<file path="src/msgp_pkg.sv">
`default_nettype none

package msgp_pkg;

  typedef struct packed {
    logic [7:0] data_byte;
    logic       buffer_end;
  } in_word_t;

  typedef struct packed {
    logic [3:0]  token_kind;
    logic [63:0] token_value;
    logic        ends_buffer;
  } out_word_t;

  localparam logic [3:0] KIND_NIL       = 4'd0;
  localparam logic [3:0] KIND_FALSE     = 4'd1;
  localparam logic [3:0] KIND_TRUE      = 4'd2;
  localparam logic [3:0] KIND_U32       = 4'd3;
  localparam logic [3:0] KIND_I32       = 4'd4;
  localparam logic [3:0] KIND_U64       = 4'd5;
  localparam logic [3:0] KIND_I64       = 4'd6;
  localparam logic [3:0] KIND_RAW_HDR   = 4'd7;
  localparam logic [3:0] KIND_RAW_BYTE  = 4'd8;
  localparam logic [3:0] KIND_ARRAY     = 4'd9;
  localparam logic [3:0] KIND_MAP       = 4'd10;
  localparam logic [3:0] KIND_TRUNCATED = 4'd11;
  localparam logic [3:0] KIND_FLOAT     = 4'd12;
  localparam logic [3:0] KIND_UNKNOWN   = 4'd13;

  localparam logic [7:0] TYPE_NIL    = 8'hc0;
  localparam logic [7:0] TYPE_FALSE  = 8'hc2;
  localparam logic [7:0] TYPE_TRUE   = 8'hc3;
  localparam logic [7:0] TYPE_FLOAT  = 8'hca;
  localparam logic [7:0] TYPE_DOUBLE = 8'hcb;
  localparam logic [7:0] TYPE_UINT8  = 8'hcc;
  localparam logic [7:0] TYPE_UINT16 = 8'hcd;
  localparam logic [7:0] TYPE_UINT32 = 8'hce;
  localparam logic [7:0] TYPE_UINT64 = 8'hcf;
  localparam logic [7:0] TYPE_INT8   = 8'hd0;
  localparam logic [7:0] TYPE_INT16  = 8'hd1;
  localparam logic [7:0] TYPE_INT32  = 8'hd2;
  localparam logic [7:0] TYPE_INT64  = 8'hd3;
  localparam logic [7:0] TYPE_RAW16  = 8'hda;
  localparam logic [7:0] TYPE_RAW32  = 8'hdb;
  localparam logic [7:0] TYPE_ARR16  = 8'hdc;
  localparam logic [7:0] TYPE_ARR32  = 8'hdd;
  localparam logic [7:0] TYPE_MAP16  = 8'hde;
  localparam logic [7:0] TYPE_MAP32  = 8'hdf;

  function automatic logic [3:0] arg_length(input logic [7:0] t);
    logic [3:0] n;
    case (t)
      TYPE_UINT8, TYPE_INT8: n = 4'd1;
      TYPE_UINT16, TYPE_INT16, TYPE_RAW16, TYPE_ARR16, TYPE_MAP16: n = 4'd2;
      TYPE_UINT32, TYPE_INT32, TYPE_RAW32, TYPE_ARR32, TYPE_MAP32: n = 4'd4;
      TYPE_UINT64, TYPE_INT64: n = 4'd8;
      default: n = 4'd0;
    endcase
    return n;
  endfunction

endpackage

`default_nettype wire

</file>
<file path="src/msgpack_token_parser_top.sv">
// Byte-serial MessagePack token decoder, legacy raw-string form.
// Input channel (in_valid/in_ready/in_word): one buffer byte per word, with
// buffer_end set on the last byte of a buffer.
// Result channel (out_valid/out_ready/out_word): at most one token per input
// word: kind, 64-bit value (signed kinds sign-extended), and ends_buffer.
// Integer arguments, raw/array/map lengths are assembled big-endian over the
// following bytes; raw payload bytes pass through one token each.
// Floats and unknown type bytes are reported, then the rest of the buffer is
// dropped without results.
// Path: an accepted word is held in the stage register, decoded from there,
// and its token is written into the result register.
// Throughput: one word per cycle while the result channel is not stalled,
// set by the single decode step between the stage register and the result register.
// Reset: synchronous, active low; parser returns to idle awaiting a type
// byte and both registers empty.
// Stall: while out_ready is low and a token is held, the stage register
// fills and then in_ready drops; nothing is lost or repeated.
`default_nettype none

module msgpack_token_parser_top (
  input  wire                 clk,
  input  wire                 rst_n,
  input  wire                 in_valid,
  output logic                in_ready,
  input  msgp_pkg::in_word_t  in_word,
  output logic                out_valid,
  input  wire                 out_ready,
  output msgp_pkg::out_word_t out_word
);
  import msgp_pkg::*;

  typedef enum logic [1:0] {
    PH_IDLE,
    PH_ARG,
    PH_PAYLOAD,
    PH_DISCARD
  } phase_t;

  phase_t      phase_r, phase_nxt;
  logic [7:0]  held_r, held_nxt;
  logic [3:0]  arg_left_r, arg_left_nxt;
  logic [63:0] asm_r, asm_nxt;
  logic [31:0] pay_left_r, pay_left_nxt;

  in_word_t    stage_word_r;
  logic        stage_valid_r;
  out_word_t   out_word_r;
  logic        out_valid_r;

  logic        advance, fire, emit;
  logic [3:0]  kind;
  logic [63:0] value;
  logic        endb;
  logic        raw_go;
  logic [31:0] raw_len;
  logic [7:0]  b;
  logic        e;
  logic [63:0] asm_shift;
  logic [3:0]  arg_dec;
  logic [3:0]  n_arg;
  logic [31:0] pay_dec;

  assign advance   = !out_valid_r || out_ready;
  assign fire      = stage_valid_r && advance;
  assign in_ready  = !stage_valid_r || advance;
  assign out_valid = out_valid_r;
  assign out_word  = out_word_r;

  assign b         = stage_word_r.data_byte;
  assign e         = stage_word_r.buffer_end;
  assign asm_shift = {asm_r[55:0], b};
  assign arg_dec   = (arg_left_r != 4'd0) ? arg_left_r - 4'd1 : 4'd0;
  assign pay_dec   = (pay_left_r != 32'd0) ? pay_left_r - 32'd1 : 32'd0;
  assign n_arg     = arg_length(b);

  always_comb begin
    phase_nxt    = phase_r;
    held_nxt     = held_r;
    arg_left_nxt = arg_left_r;
    asm_nxt      = asm_r;
    pay_left_nxt = pay_left_r;
    emit         = 1'b0;
    kind         = KIND_NIL;
    value        = 64'd0;
    endb         = 1'b0;
    raw_go       = 1'b0;
    raw_len      = 32'd0;
    case (phase_r)
      PH_ARG: begin
        asm_nxt      = asm_shift;
        arg_left_nxt = arg_dec;
        if (arg_dec == 4'd0) begin
          phase_nxt = PH_IDLE;
          emit      = 1'b1;
          endb      = e;
          case (held_r)
            TYPE_UINT8, TYPE_UINT16, TYPE_UINT32: begin
              kind  = KIND_U32;
              value = {32'd0, asm_shift[31:0]};
            end
            TYPE_UINT64: begin
              kind  = KIND_U64;
              value = asm_shift;
            end
            TYPE_INT8: begin
              kind  = KIND_I32;
              value = {{56{asm_shift[7]}}, asm_shift[7:0]};
            end
            TYPE_INT16: begin
              kind  = KIND_I32;
              value = {{48{asm_shift[15]}}, asm_shift[15:0]};
            end
            TYPE_INT32: begin
              kind  = KIND_I32;
              value = {{32{asm_shift[31]}}, asm_shift[31:0]};
            end
            TYPE_INT64: begin
              kind  = KIND_I64;
              value = asm_shift;
            end
            TYPE_RAW16, TYPE_RAW32: begin
              emit    = 1'b0;
              raw_go  = 1'b1;
              raw_len = asm_shift[31:0];
            end
            TYPE_ARR16, TYPE_ARR32: begin
              kind  = KIND_ARRAY;
              value = {32'd0, asm_shift[31:0]};
            end
            TYPE_MAP16, TYPE_MAP32: begin
              kind  = KIND_MAP;
              value = {32'd0, asm_shift[31:0]};
            end
            default: begin
              kind = KIND_UNKNOWN;
              endb = 1'b1;
            end
          endcase
        end else if (e) begin
          phase_nxt    = PH_IDLE;
          arg_left_nxt = 4'd0;
          emit         = 1'b1;
          kind         = KIND_TRUNCATED;
          endb         = 1'b1;
        end
      end
      PH_PAYLOAD: begin
        pay_left_nxt = pay_dec;
        emit         = 1'b1;
        if (pay_dec == 32'd0) begin
          phase_nxt = PH_IDLE;
          kind      = KIND_RAW_BYTE;
          value     = {56'd0, b};
          endb      = e;
        end else if (e) begin
          phase_nxt    = PH_IDLE;
          pay_left_nxt = 32'd0;
          kind         = KIND_TRUNCATED;
          endb         = 1'b1;
        end else begin
          kind  = KIND_RAW_BYTE;
          value = {56'd0, b};
        end
      end
      PH_DISCARD: begin
        if (e) begin
          phase_nxt = PH_IDLE;
        end
      end
      default: begin
        emit = 1'b1;
        endb = e;
        if (n_arg != 4'd0) begin
          held_nxt = b;
          asm_nxt  = 64'd0;
          if (e) begin
            kind = KIND_TRUNCATED;
            endb = 1'b1;
          end else begin
            emit         = 1'b0;
            arg_left_nxt = n_arg;
            phase_nxt    = PH_ARG;
          end
        end else if (!b[7]) begin
          kind  = KIND_U32;
          value = {56'd0, b};
        end else if (b[7:5] == 3'b111) begin
          kind  = KIND_I32;
          value = {{56{1'b1}}, b};
        end else if (b[7:5] == 3'b101) begin
          emit    = 1'b0;
          raw_go  = 1'b1;
          raw_len = {27'd0, b[4:0]};
        end else if (b[7:4] == 4'h9) begin
          kind  = KIND_ARRAY;
          value = {60'd0, b[3:0]};
        end else if (b[7:4] == 4'h8) begin
          kind  = KIND_MAP;
          value = {60'd0, b[3:0]};
        end else if (b == TYPE_NIL) begin
          kind = KIND_NIL;
        end else if (b == TYPE_FALSE) begin
          kind = KIND_FALSE;
        end else if (b == TYPE_TRUE) begin
          kind = KIND_TRUE;
        end else begin
          phase_nxt = e ? PH_IDLE : PH_DISCARD;
          endb      = 1'b1;
          kind      = (b == TYPE_FLOAT || b == TYPE_DOUBLE) ? KIND_FLOAT : KIND_UNKNOWN;
        end
      end
    endcase
    if (raw_go) begin
      emit = 1'b1;
      if (raw_len == 32'd0) begin
        kind  = KIND_RAW_HDR;
        value = 64'd0;
        endb  = e;
      end else if (e) begin
        kind  = KIND_TRUNCATED;
        value = 64'd0;
        endb  = 1'b1;
      end else begin
        kind         = KIND_RAW_HDR;
        value        = {32'd0, raw_len};
        endb         = 1'b0;
        pay_left_nxt = raw_len;
        phase_nxt    = PH_PAYLOAD;
      end
    end
  end

  always_ff @(posedge clk) begin
    if (!rst_n) begin
      phase_r       <= PH_IDLE;
      held_r        <= 8'd0;
      arg_left_r    <= 4'd0;
      asm_r         <= 64'd0;
      pay_left_r    <= 32'd0;
      stage_valid_r <= 1'b0;
      out_valid_r   <= 1'b0;
    end else begin
      if (in_valid && in_ready) begin
        stage_word_r  <= in_word;
        stage_valid_r <= 1'b1;
      end else if (fire) begin
        stage_valid_r <= 1'b0;
      end
      if (fire) begin
        phase_r    <= phase_nxt;
        held_r     <= held_nxt;
        arg_left_r <= arg_left_nxt;
        asm_r      <= asm_nxt;
        pay_left_r <= pay_left_nxt;
      end
      if (advance) begin
        out_valid_r <= fire && emit;
      end
      if (fire && emit) begin
        out_word_r.token_kind  <= kind;
        out_word_r.token_value <= value;
        out_word_r.ends_buffer <= endb;
      end
    end
  end

  a_error_ends_buffer: assert property (@(posedge clk) disable iff (!rst_n)
    out_valid_r && (out_word_r.token_kind == KIND_TRUNCATED ||
                    out_word_r.token_kind == KIND_FLOAT ||
                    out_word_r.token_kind == KIND_UNKNOWN)
    |-> out_word_r.ends_buffer)
    else $error("error token without buffer end");

  a_arg_count: assert property (@(posedge clk) disable iff (!rst_n)
    phase_r == PH_ARG |-> arg_left_r != 4'd0)
    else $error("argument phase with no bytes left");

  a_payload_count: assert property (@(posedge clk) disable iff (!rst_n)
    phase_r == PH_PAYLOAD |-> pay_left_r != 32'd0)
    else $error("payload phase with no bytes left");

  a_end_to_idle: assert property (@(posedge clk) disable iff (!rst_n)
    fire && stage_word_r.buffer_end |=> phase_r == PH_IDLE)
    else $error("buffer end did not return parser to idle");

  a_stall_only_full: assert property (@(posedge clk) disable iff (!rst_n)
    !in_ready |-> stage_valid_r && out_valid_r && !out_ready)
    else $error("input stalled without a full pipeline");

endmodule

`default_nettype wire

</file>
<file path="config.mk">
export PLATFORM = sky130hd
export DESIGN_NAME = msgpack_token_parser_top
export DESIGN_NICKNAME = d
export VERILOG_FILES = /design/src/msgp_pkg.sv /design/src/msgpack_token_parser_top.sv
export SDC_FILE = /design/constraint.sdc
export NUM_CORES = 1
export LEC_CHECK = 0
export BUFFER_PORTS_ARGS = -buffer_cell sky130_fd_sc_hd__clkbuf_2
export CAP_MARGIN = 25
export CORE_ASPECT_RATIO = 2
export CORE_UTILIZATION = 46
export DETAILED_ROUTE_END_ITERATION = 16
export GPL_TIMING_DRIVEN = 1
export PLACE_DENSITY_LB_ADDON = 0.1
export SYNTH_ARGS = -nofsm -noshare
export SYNTH_HDL_FRONTEND = slang
export SYNTH_SLANG_ARGS = --single-unit
</file>
<file path="constraint.sdc">
create_clock -name clk -period 7.3 [get_ports clk]
set_input_delay 0.73 -clock clk [delete_from_list [all_inputs] [get_ports clk]]
set_output_delay 0.73 -clock clk [all_outputs]
set_load 0.03 [all_outputs]
</file>
Word level (Yosys, flattened, before mapping)
Index checks and enable logic that the tools add are counted.

operators by class
  add/sub/neg operators = 2
  eq/ne operators = 41
  mux-type cells = 107
  bitwise gates (word level) = 2
  reduce and logical (&&, ||, !) cells = 35

operator list
  operator                                            count
  2-to-1 mux 32 bit                                   11
  2-to-1 mux 64 bit                                   5
  one-hot mux 64 bit (5 select lines)                 1
  == test 8 bit, second input constant                33
  one-hot mux 64 bit (3 select lines)                 1
  one-hot mux 56 bit (2 select lines)                 1
  2-to-1 mux 4 bit                                    22
  zero test 32 bit                                    2
  one-hot mux 32 bit (2 select lines)                 1
  2-to-1 mux 56 bit                                   1
  2-to-1 mux 2 bit                                    19
  nonzero test 32 bit                                 1
  subtractor 32 x 1 -> 32 bit, second input constant  1
  2-to-1 mux 1 bit                                    31
  one-hot mux 4 bit (7 select lines)                  1
  2-to-1 mux 5 bit                                    4
  2-to-1 mux 8 bit                                    2
  one-hot mux 4 bit (4 select lines)                  1
  OR reduction 14 bit                                 1
  OR reduction 2 bit                                  7
  one-hot mux 4 bit (3 select lines)                  1
  OR reduction 5 bit                                  2
  OR reduction 3 bit                                  3
  == test 4 bit, second input constant                2
  other kinds (20)                                    33

word-level totals
  register bits = 182
  bits of input ports = 13
  output and inout bits = 71

Depth between registers and ports, before layout
Gate-level depths: netlist of run 1.

  word-level depth = 14
  depth in mapped cells = 14
  gate-level depth less buffers = 11

Worst setup path after synthesis of run 1
No wires, ideal clock.

  path type = reg-to-reg
  start = register phase_r[1]
  end = register out_word_r, in the netlist out_word[0], enable pin
  library setup time = 0.521 ns
  arrival time = 4.837 ns
  required time = 6.779 ns
  slack = 1.942 ns
  stages on the path, launching flop included = 6
  path buffers = 1
  period minus slack after synthesis = 5.358 ns
  cell sequence = dfxtp_1 -> clkbuf_1 -> nand2b_1 -> or4_1 -> and2_1 -> a21oi_1

between the ends
  cells in the longest elaborated chain, start to end = 6
  elaborated cells between the ends (all ways) = 9

ends and longest elaborated chain
  what                                    RTL line                         text
  from (decl)                             msgpack_token_parser_top.sv:39   phase_t phase_r, phase_nxt;
  from (signal assigned)                  msgpack_token_parser_top.sv:250  phase_r <= phase_nxt;
  == test 2 bit                           msgpack_token_parser_top.sv:88   case (phase_r)
  OR reduction 2 bit (no source line)     -
  one-hot mux 1 bit (2 select lines)      msgpack_token_parser_top.sv:88
  2-to-1 mux 1 bit *                      msgpack_token_parser_top.sv:213  if (raw_go) begin
  logical AND 1 bit *                     msgpack_token_parser_top.sv:259  if (fire && emit) begin
  AND reduction 2 bit (no source line) *  -
  to (decl)                               msgpack_token_parser_top.sv:47   out_word_t out_word_r;

Every way passes the cells marked *; elsewhere a longest branch is shown, timed or not.
A chain may end at the register's enable or synchronous reset.

Final worst setup path of run 1
  start = register pay_left_r[4]
  end = register out_word_r, in the netlist out_word[2] (data pin)

between the ends
  cells in the longest elaborated chain, start to end = 6
  elaborated cells between the ends (all ways) = 7

ends and longest elaborated chain
  what                                                                       RTL line                         text
  from (decl)                                                                msgpack_token_parser_top.sv:43   logic [31:0] pay_left_r, pay_left_nxt;
  from (signal assigned)                                                     msgpack_token_parser_top.sv:254  pay_left_r <= pay_left_nxt;
  subtractor 32 x 1 -> 32 bit / nonzero test 32 bit (equally long branches)  msgpack_token_parser_top.sv:73   assign pay_dec = (pay_left_r != 32'd0) ? pay_left_r - 32'd1 : 32'd0;
  2-to-1 mux 32 bit *                                                        msgpack_token_parser_top.sv:73
  zero test 32 bit *                                                         msgpack_token_parser_top.sv:150  if (pay_dec == 32'd0) begin
  2-to-1 mux 8 bit *                                                         msgpack_token_parser_top.sv:150
  one-hot mux 64 bit (3 select lines) *                                      msgpack_token_parser_top.sv:88
  2-to-1 mux 64 bit *                                                        msgpack_token_parser_top.sv:213
  via value[1]                                                               msgpack_token_parser_top.sv:52   logic [63:0] value;

Mark *: on every way through the listed nets, which the timed path passes. The rest lies on a longest branch.

==> results of run 1 <==
## worst max-delay path, delay by kind of cell (launching register included)
| kind | cells | cell delay (ns) |
|---|---|---|
| simple gates | 7 | 3.01 |
| xor+xnor | 1 | 0.25 |
| flops | 1 | 0.38 |
| compound gates | 1 | 0.11 |
## routing by layer
metal | vias to the layer above | global-route usage
li1 | 3954 | -
met1 | 4042 | 0.3087
met2 | 289 | 0.5293
met3 | 94 | 0.04446
met4 | 0 | 0.1937
met5 | - | 0
## state kept, by name, summed over array words and instances, names as in the netlist
register,count
arg_left_r,4
asm_r,56
b,8
e,1
held_r,8
out_valid,1
out_word,69
pay_left_r,32
phase_r,2
stage_valid_r,1
## power groups by stage
stage               Sequential (mW)  Clock [mW]  Combinational, mW
detailed placement             1.14           0              0.308
floorplan                      1.13           0              0.222
CTS                            1.11       0.944              0.309
global route                   1.12       0.988              0.338
finish                         1.11       0.935              0.313
global placement               1.14           0              0.307
## cells by family after synthesis
logic type | after synthesis
AND/OR/NAND/NOR | 357
AO/OA/AOI/OAI | 367
buffers and inverters | 113
flip-flops | 182
XOR/XNOR | 11
adder cells (fa/ha/maj) | 2
multiplexers | 7
## synthesized netlist by cell type, types with 4 or more instances
cell type	number
mux2i_1	7
buf_1	5
o211ai_1	8
edfxtp_1	78
xor2_1	6
nand4_1	16
nand2b_1	5
or4_1	7
a31oi_1	17
nand2_1	59
nor4_1	20
nor2b_1	76
clkbuf_1	82
a21boi_0	5
o21a_1	4
a21oi_1	99
dfxtp_1	104
nor3_1	29
buf_2	8
xnor2_1	5
or2_2	7
nor3b_1	7
inv_1	16
o31ai_1	5
o2111ai_1	5
a311oi_1	5
o21ai_0	78
a22oi_1	59
a32oi_1	7
a21o_1	29
a221oi_1	10
or3_1	12
nand3_1	25
a211oi_1	4
nor2_1	62
## area by class of cell
type                            instances  area (um^2)
Clock buffer                           21        481.7
Clock inverter                         11        108.9
Fill cell                            1962         9329
Inverter                               16        60.06
Multi-Input combinational cell        744         4569
Sequential cell                       182         4424
Tap cell                              262        327.8
Timing Repair Buffer                  105        610.6
## cell usage in the layout, fill, tap and decap left out, types with 8 or more instances in the layout
cell type	count
buf_4	19
clkbuf_16	18
nor4_1	20
o21ai_0	78
a31oi_1	17
a21o_1	29
nor3_1	27
nor2_1	60
nand4_1	16
dfxtp_1	104
or3_1	12
a21oi_1	98
a221oi_1	10
nand3_1	25
clkbuf_2	83
nand2_1	59
inv_1	16
a22oi_1	59
edfxtp_1	78
nor2b_1	76
o211ai_1	8
## worst max-delay path by stage
stage                                              to  depth (start not counted)                  startpoint  slack, ns
after floorplan                 out_word[0]$_DFFE_PP_                          5     phase_r[1]$_SDFFE_PN0P_       1.94
after global placement          out_word[3]$_DFFE_PP_                          9  pay_left_r[4]$_SDFFE_PN0P_       3.32
after detailed placement   pay_left_r[0]$_SDFFE_PN0P_                         11  pay_left_r[0]$_SDFFE_PN0P_       3.36
after CTS                  pay_left_r[0]$_SDFFE_PN0P_                         11  pay_left_r[0]$_SDFFE_PN0P_       3.33
after global routing      pay_left_r[22]$_SDFFE_PN0P_                         11  pay_left_r[0]$_SDFFE_PN0P_       3.00
final                           out_word[2]$_DFFE_PP_                          9  pay_left_r[4]$_SDFFE_PN0P_       3.27
## metrics by stage
step                      utilization  setup WS (ns)  hold WS (ns)
final                          0.5315          3.274        0.4287
after global placement         0.4988          3.321        0.4177
after global routing           0.5315          3.000        0.4458
after floorplan                     -          1.942        0.4045
after CTS                      0.5291          3.325        0.4323
after detailed placement       0.4994          3.356        0.4210
==> flow_summary.toml, run 1 <==
[finish]
drive_above_1_share = 0.1566
fin_cells = 1341
antenna_cells = 0
design_area_um2 = 10580
syn2layout_area_growth_pct = 12.58
nets = 1081

[worst_hold_path]
holdPathStages = 2
min_from = "held_r[5]$_SDFFE_PN0P_"
min_to = "held_r[5]$_SDFFE_PN0P_"
holdCritPathClass = "register to register"

[global_routing]
grt_pass1_vias = 8100
grt.total_usage = 0.2948
grt_pass1_wl_mm = 45.69
grt_max_degree = 94
antenna_found_initial = 0
grt-ovfl-total = 0

[cts]
root_buffer = "clkbuf_16"
cts_hold_buf = 0
htree_num_levels = 4
tritoncts = "yes"
clk_latency_ns = 0.45
clk_pin_slew_worst_paths_ns = 0.07
cts_resized = 0
postCtsSetupRepairBufs = 0
numCtsBuffers = 17
cts.path.max_buffers = 2
clock_sinks = 182

[placed_design]
dpl.hpwl_mm = 20.64
place_inst = 1307
globalplace.congestion = 0.9980
numPortBuffers = 83
placed_area_um2 = 9945

[timing]
worst_pin_slew_ns = 1.005
timing.final.crit_share = 0.5515
skew_ns = 0.01287
final.setup.tns_ns = 0
finalSetupViolCount = 0
drv_slew = 0
fmaxAchievable_ghz = 0.2484
max_slew_margin = 0.3235
hold_viol = 0
rsz0062_at_grt = "false"
fin_crit_ns = 4.026

[route]
routed.top_layer = "met4"
met1_length_mm = 10.88
drt_pass1_iterations = 6
wl_met2_mm = 15.85
drc = 0
wl_met3_mm = 1.214
post_drt_wl_per_cell_um = 22.24
drtIter0Drc = 561
wirelength_mm = 29.83
vias = 8379
ant_nets = 0
drt-vias-per-instance = 6.248

[critical_path]
cp.arrival_ns = 4.20
worst-r2r-setup-slack_ns = 3.27
cp-start-kind = "register"
reg2reg_to = "out_word[2]$_DFFE_PP_"
path_class = "register to register"
cp-end-kind = "register"
required_ns = 7.47
cp_max_fo = 8
worstPathCellList = "or4_1 > or4_4 > nor2_1 > nand3_1 > xor2_1 > or3b_4 > a31oi_4 > nor4_2 > nor2b_1"
ff2ff_path_depth = 9
crit_slowest_cell = "or4_1"
r2r-start = "pay_left_r[4]$_SDFFE_PN0P_"
cpPeakStageDelay_ns = 0.71

[synthesis]
synth_top_family_by_area = "compound AO/OA/AOI/OAI gates"
ys_ff_latch = 182
synth_compound_area_frac = 0.2534
synth_ff_type = "dfxtp_1"
synthSimpleGateAreaFrac = 0.2086
syn_inst = 1039
yosysTopAreaCellShare = 0.2492
ys_types = 76
syn-num-nets = 1054
synthAdderAreaFrac = 0.002662
synthTopCellsByArea = "edfxtp_1 25%, dfxtp_1 22%, a21oi_1 5.3%"
yosysWarnings = 0
post-synth-top-area-cell = "edfxtp_1"
synthMuxAreaShare = 0.007454
async_flop_share = 0
netlist_area_um2 = 9400
synthXorXnorAreaFrac = 0.01025
avgSynthCellArea_um2 = 9.047
synth-edff-count = 78
ys_seq_area_frac = 0.4707

[run_status]
outcome = "completed"

[power_and_ir_drop]
p_clk_frac = 0.396
p_seq_frac = 0.472
powerDensity_nw_per_um2 = 223.3
p_int_mw = 1.702
power_frac_comb = 0.133
power.net_switching_mw = 0.6612
ir_drop_mv = 0.1536
swShare = 0.2798
p_leak_nw = 3.873
finalPower_mw = 2.364

[floorplan]
dieArea_um2 = 21050
start_util = 0.4721
num_rows = 73
die_h_um = 204.2
fp.dieW_um = 103.1
core_um2 = 19910
ios = 84

[run]
drv_cap = 0
Power figures use the tool's default switching activity.
==> run 2: changes to the inputs <==
clock period = 3.7 ns   (was 7.3 ns; I/O delays follow)
==> run 2 against run 1 <==
Against the previous run: highest routed layer unchanged; via count increased by 3.3%; register-to-register slack got worse by 3.1 ns; largest cell class unchanged; critical path depth increased by 2; setup slack got worse by 3.1 ns; total power increased by 100%; clock-buffer cell count decreased by 3; global-route usage increased by 0.97 points; routed wire length increased by 2.4%; clock power increased by 100%; critical path type unchanged; die area unchanged; worst hold slack got worse by 0.35 ns.
==> flow_summary.toml, run 2 (synthesized netlist as in run 1, its figures left out) <==
[run_status]
outcome = "completed"

[finish]
largest_reg_flops = 69
final_common_cell = "dfxtp_1"
drive_above_1_share = 0.1956
nets = 1132
mostFrequentLayoutCells = "104 x dfxtp_1, 98 x a21oi_1, 83 x clkbuf_2, 78 x o21ai_0, 78 x edfxtp_1"
antenna_cells = 0
syn2layout_area_growth_pct = 16.92

[cts]
clk_pin_slew_worst_paths_ns = 0.07
clk_latency_ns = 0.46
numCtsBuffers = 17
clock_sinks = 182
root_buffer = "clkbuf_16"
tritoncts = "yes"
cts_hold_buf = 0
cts.path.max_buffers = 2
postCtsSetupRepairBufs = 0
htree_num_levels = 4

[power_and_ir_drop]
powerDensity_nw_per_um2 = 437.0
ir_drop_mv = 0.2991
p_leak_nw = 4.119
finalPower_mw = 4.803

[floorplan]
dieArea_um2 = 21050
fp.dieW_um = 103.1
start_util = 0.4721
num_rows = 73
ios = 84
die_h_um = 204.2
core_um2 = 19910

[critical_path]
worst-r2r-setup-slack_ns = 0.14
path_class = "register to register"
required_ns = 4.01
cp-start-kind = "register"
cp-end-kind = "register"
cp.arrival_ns = 3.87
cp_max_fo = 7

[timing]
fmaxAchievable_ghz = 0.2809
hold_viol = 0
final.setup.tns_ns = 0
drv_slew = 0
finalSetupViolCount = 0
max_slew_margin = 0.4305
rsz0062_at_grt = "false"
timing.final.crit_share = 0.9622
fin_crit_ns = 3.560
skew_ns = 0.008741
worst_pin_slew_ns = 0.8504

[route]
wirelength_mm = 30.55
drtIter0Drc = 524
post_drt_wl_per_cell_um = 21.95
drt_pass1_iterations = 5
ant_nets = 0
drt-vias-per-instance = 6.216
drc = 0
vias = 8653

[worst_hold_path]
holdCritPathClass = "primary input to register"

[placed_design]
numPortBuffers = 83
globalplace.congestion = 1.012
dpl.hpwl_mm = 22.20

[global_routing]
grt_pass1_wl_mm = 47.06
grt_pass1_vias = 8355
grt-ovfl-total = 0
antenna_found_initial = 0
grt.total_usage = 0.3045
grt_max_degree = 71

[run]
drv_cap = 0
-- run 2: cell types whose count changed in the layout (fill, tap and decap cells not counted), moves of 2 or more --
cell        change
buf_12          +2
buf_4          +51
bufinv_16       +2
clkbuf_8        -2
clkinvlp_4      +2
-- run 2: cell type report --
type	instances	area, um^2
Clock buffer	18	429.2
Tap cell	262	327.8
Sequential cell	182	4424
Clock inverter	14	171.4
Fill cell	1924	8921
Multi-Input combinational cell	744	4577
Timing Repair Buffer	156	1001
Inverter	16	60.06
-- run 2: power breakdown --
group | internal (mW) | switching, mW
Sequential | 2.13 | 0.0387
Clock | 1.07 | 0.833
Combinational | 0.281 | 0.449
-- run 2: what timing repair did --
item | CTS | global route
gates resized for setup | 0 | 2
endpoints found under the hold margin | 0 | 0
endpoints found under the setup margin | 0 | 5
-- run 2: final timing paths --
kind                            cells after the start                endpoint                        from
worst min register to register                      2  held_r[5]$_SDFFE_PN0P_      held_r[5]$_SDFFE_PN0P_
worst max register to register                     11   out_word[3]$_DFFE_PP_  pay_left_r[0]$_SDFFE_PN0P_
worst max-delay path                               11   out_word[3]$_DFFE_PP_  pay_left_r[0]$_SDFFE_PN0P_
worst min-delay path                                1          b[1]$_DFFE_PP_                  in_word[2]
-- run 2: critical path, cell delays in order, from the launching register on --
cell and delay, ns:
dfxtp_1 0.37, inv_1 0.12, ha_1 0.15, or4b_2 0.65, o21a_1 0.20, o41ai_1 0.36, nand2_1 0.12, a2111o_1 0.45
or3b_4 0.44, a31oi_4 0.25, nor4_2 0.13, nor2b_1 0.16
-- run 2: metal layers --
layer / routed length (um) / up-vias / share of wire / track usage
met5: 0 / - / 0 / 0
met4: 1761 / 0 / 0.058 / 0.1901
met3: 1324 / 94 / 0.043 / 0.04685
met2: 16730 / 293 / 0.55 / 0.5640
met1: 10740 / 4218 / 0.35 / 0.3066
li1: - / 4048 / - / -
-- run 2: stage by stage --
stage | hold slack, ns | setup WS (ns) | cells | area [um^2] | utilization
3_3_place_gp | 0.4164 | 0.1977 | 1360 | 10380 | 0.5214
6_report | 0.08119 | 0.1400 | 1392 | 10990 | 0.5520
4_1_cts | 0.07210 | 0.1527 | 1392 | 10980 | 0.5516
2_1_floorplan | 0.4045 | 0.3650 | 1039 | 9412 | -
5_1_grt | 0.07868 | 0.005104 | 1392 | 10990 | 0.5520
3_5_place_dp | 0.4169 | 0.1635 | 1360 | 10380 | 0.5214
==> run 3: changes to the inputs <==
CORE_UTILIZATION = 54   (was 46)
==> run 3 against run 2 <==
Against the previous run: non-clock buffer count decreased by 1; die area down 15%; critical endpoint is now out_word[1]$_DFFE_PP_; clock-buffer cell count shrank 1; clock skew increased by 0.0022 ns; total power down 0.92%; register-to-register slack hardly changed; first-iteration DRC count decreased by 0.57%; critical path depth did not move.
==> flow_summary.toml, run 3 (synthesized netlist as in run 1, its figures left out) <==
[run_status]
outcome = "completed"

[critical_path]
path_class = "register to register"
worstPathCellList = "inv_1 > ha_1 > or3b_2 > or4_1 > xor2_1 > nand2_1 > a2111o_1 > or3b_4 > a31oi_4 > nor4_2 > nor2b_1"
cp_top_family = "simple AND/OR/NAND/NOR gates"
cp.arrival_ns = 3.85
cp_max_fo = 11
cpPeakStageDelay_ns = 0.54
cp-end-kind = "register"
crit_slowest_cell = "or3b_2"
required_ns = 3.99
path_buf_inv = 1
cp-start-kind = "register"

[floorplan]
fp.dieW_um = 95.30
dieArea_um2 = 17970
start_util = 0.5579
core_um2 = 16850
num_rows = 67
ios = 84
die_h_um = 188.6

[power_and_ir_drop]
power_frac_comb = 0.154
p_leak_nw = 4.109
power.net_switching_mw = 1.328
p_clk_frac = 0.389
ir_drop_mv = 0.3062
p_int_mw = 3.431
p_seq_frac = 0.456
swShare = 0.2791
powerDensity_nw_per_um2 = 436.6

[global_routing]
grt.total_usage = 0.3303
grt_max_degree = 71
antenna_found_initial = 0
grt_pass1_vias = 8136
grt-ovfl-total = 0
grt_pass1_wl_mm = 44.49

[placed_design]
place_inst = 1304
numPortBuffers = 83
globalplace.congestion = 1.014
dpl.hpwl_mm = 20.57

[finish]
antenna_cells = 0
drive_above_1_share = 0.1931
final_common_cell = "dfxtp_1"
largest_reg_flops = 69
syn2layout_area_growth_pct = 15.95
mostFrequentLayoutCells = "104 x dfxtp_1, 98 x a21oi_1, 83 x clkbuf_2, 78 x o21ai_0, 78 x edfxtp_1"
nets = 1131
fin_cells = 1336

[timing]
final.setup.tns_ns = 0
holdWs_ns = 0.1024
hold_viol = 0
worst_pin_slew_ns = 1.056
max_slew_margin = 0.2963
skew_ns = 0.01093
fin_crit_ns = 3.559
drv_slew = 0
finalSetupViolCount = 0
rsz0062_at_grt = "false"
fmaxAchievable_ghz = 0.2810
timing.final.crit_share = 0.9618

[cts]
cts_resized = 0
cts_hold_buf = 0
cts.path.max_buffers = 2
clk_pin_slew_worst_paths_ns = 0.07
clk_latency_ns = 0.44
root_buffer = "clkbuf_16"
numCtsBuffers = 17
clock_sinks = 182
tritoncts = "yes"
postCtsSetupRepairBufs = 0
htree_num_levels = 4

[worst_hold_path]
holdCritPathClass = "primary input to register"

[route]
vias = 8642
post_drt_wl_per_cell_um = 21.79
ant_nets = 0
wirelength_mm = 29.12
drc = 0
drt_pass1_iterations = 8
drtIter0Drc = 521
drt-vias-per-instance = 6.469

[run]
drv_cap = 0
run 3: changes by cell type in the layout (fill, tap and decap cells not counted), sizes merged:
cell    before  now
buf         73   72
bufinv       3    2
clkbuf     101  100
clkinv       5    8
inv         20   19
run 3: layer usage:
metal / GRT usage / vias to the layer above / part of all wire
li1: - / 4054 / -
met1: 0.3517 / 4138 / 0.36
met2: 0.5898 / 345 / 0.53
met3: 0.04479 / 105 / 0.048
met4: 0.2086 / 0 / 0.062
met5: 0 / - / 0
run 3: cell type report:
cell class,count,area (um^2)
multi-input cells,744,4572
inverters,16,60.06
flip-flops and latches,182,4424
clock buffers,17,425.4
repair buffers,155,980.9
clock inverters,15,177.7
fillers,1485,5951
well taps,207,259.0
run 3: worst paths after layout:
path	startpoint	to	slack [ns]	cells after the start
setup / recovery	pay_left_r[1]$_SDFFE_PN0P_	out_word[1]$_DFFE_PP_	0.14	11
hold / removal	in_word[4]	b[3]$_DFFE_PP_	0.10	1
setup reg to reg	pay_left_r[1]$_SDFFE_PN0P_	out_word[1]$_DFFE_PP_	0.14	11
hold reg to reg	held_r[5]$_SDFFE_PN0P_	held_r[5]$_SDFFE_PN0P_	0.43	2
run 3: power by group through the flow:
stage               logic, mW  registers (mW)  clock network [mW]
floorplan               0.438            2.23                   0
finish                  0.735            2.17                1.85
global placement        0.716            2.21                   0
detailed placement      0.721            2.21                   0
global route            0.786            2.17                1.94
CTS                     0.723            2.17                1.87
run 3: worst register-to-register path, stage by stage, from the launching register on:
cell and delay [ns]:
dfxtp_1 0.40, inv_1 0.11, ha_1 0.28, or3b_2 0.54, or4_1 0.44, xor2_1 0.15
nand2_1 0.08, a2111o_1 0.46, or3b_4 0.44, a31oi_4 0.24, nor4_2 0.12, nor2b_1 0.15
run 3: per-stage QoR:
step,util,setup slack (ns),cell area (um^2),total power [mW]
after floorplan,-,0.3650,9412,2.664
after global routing,0.6468,0.02030,10900,4.903
after detailed placement,0.6108,0.1227,10290,2.935
after global placement,0.6108,0.1593,10290,2.929
after CTS,0.6466,0.1023,10900,4.760
final,0.6468,0.1414,10900,4.759
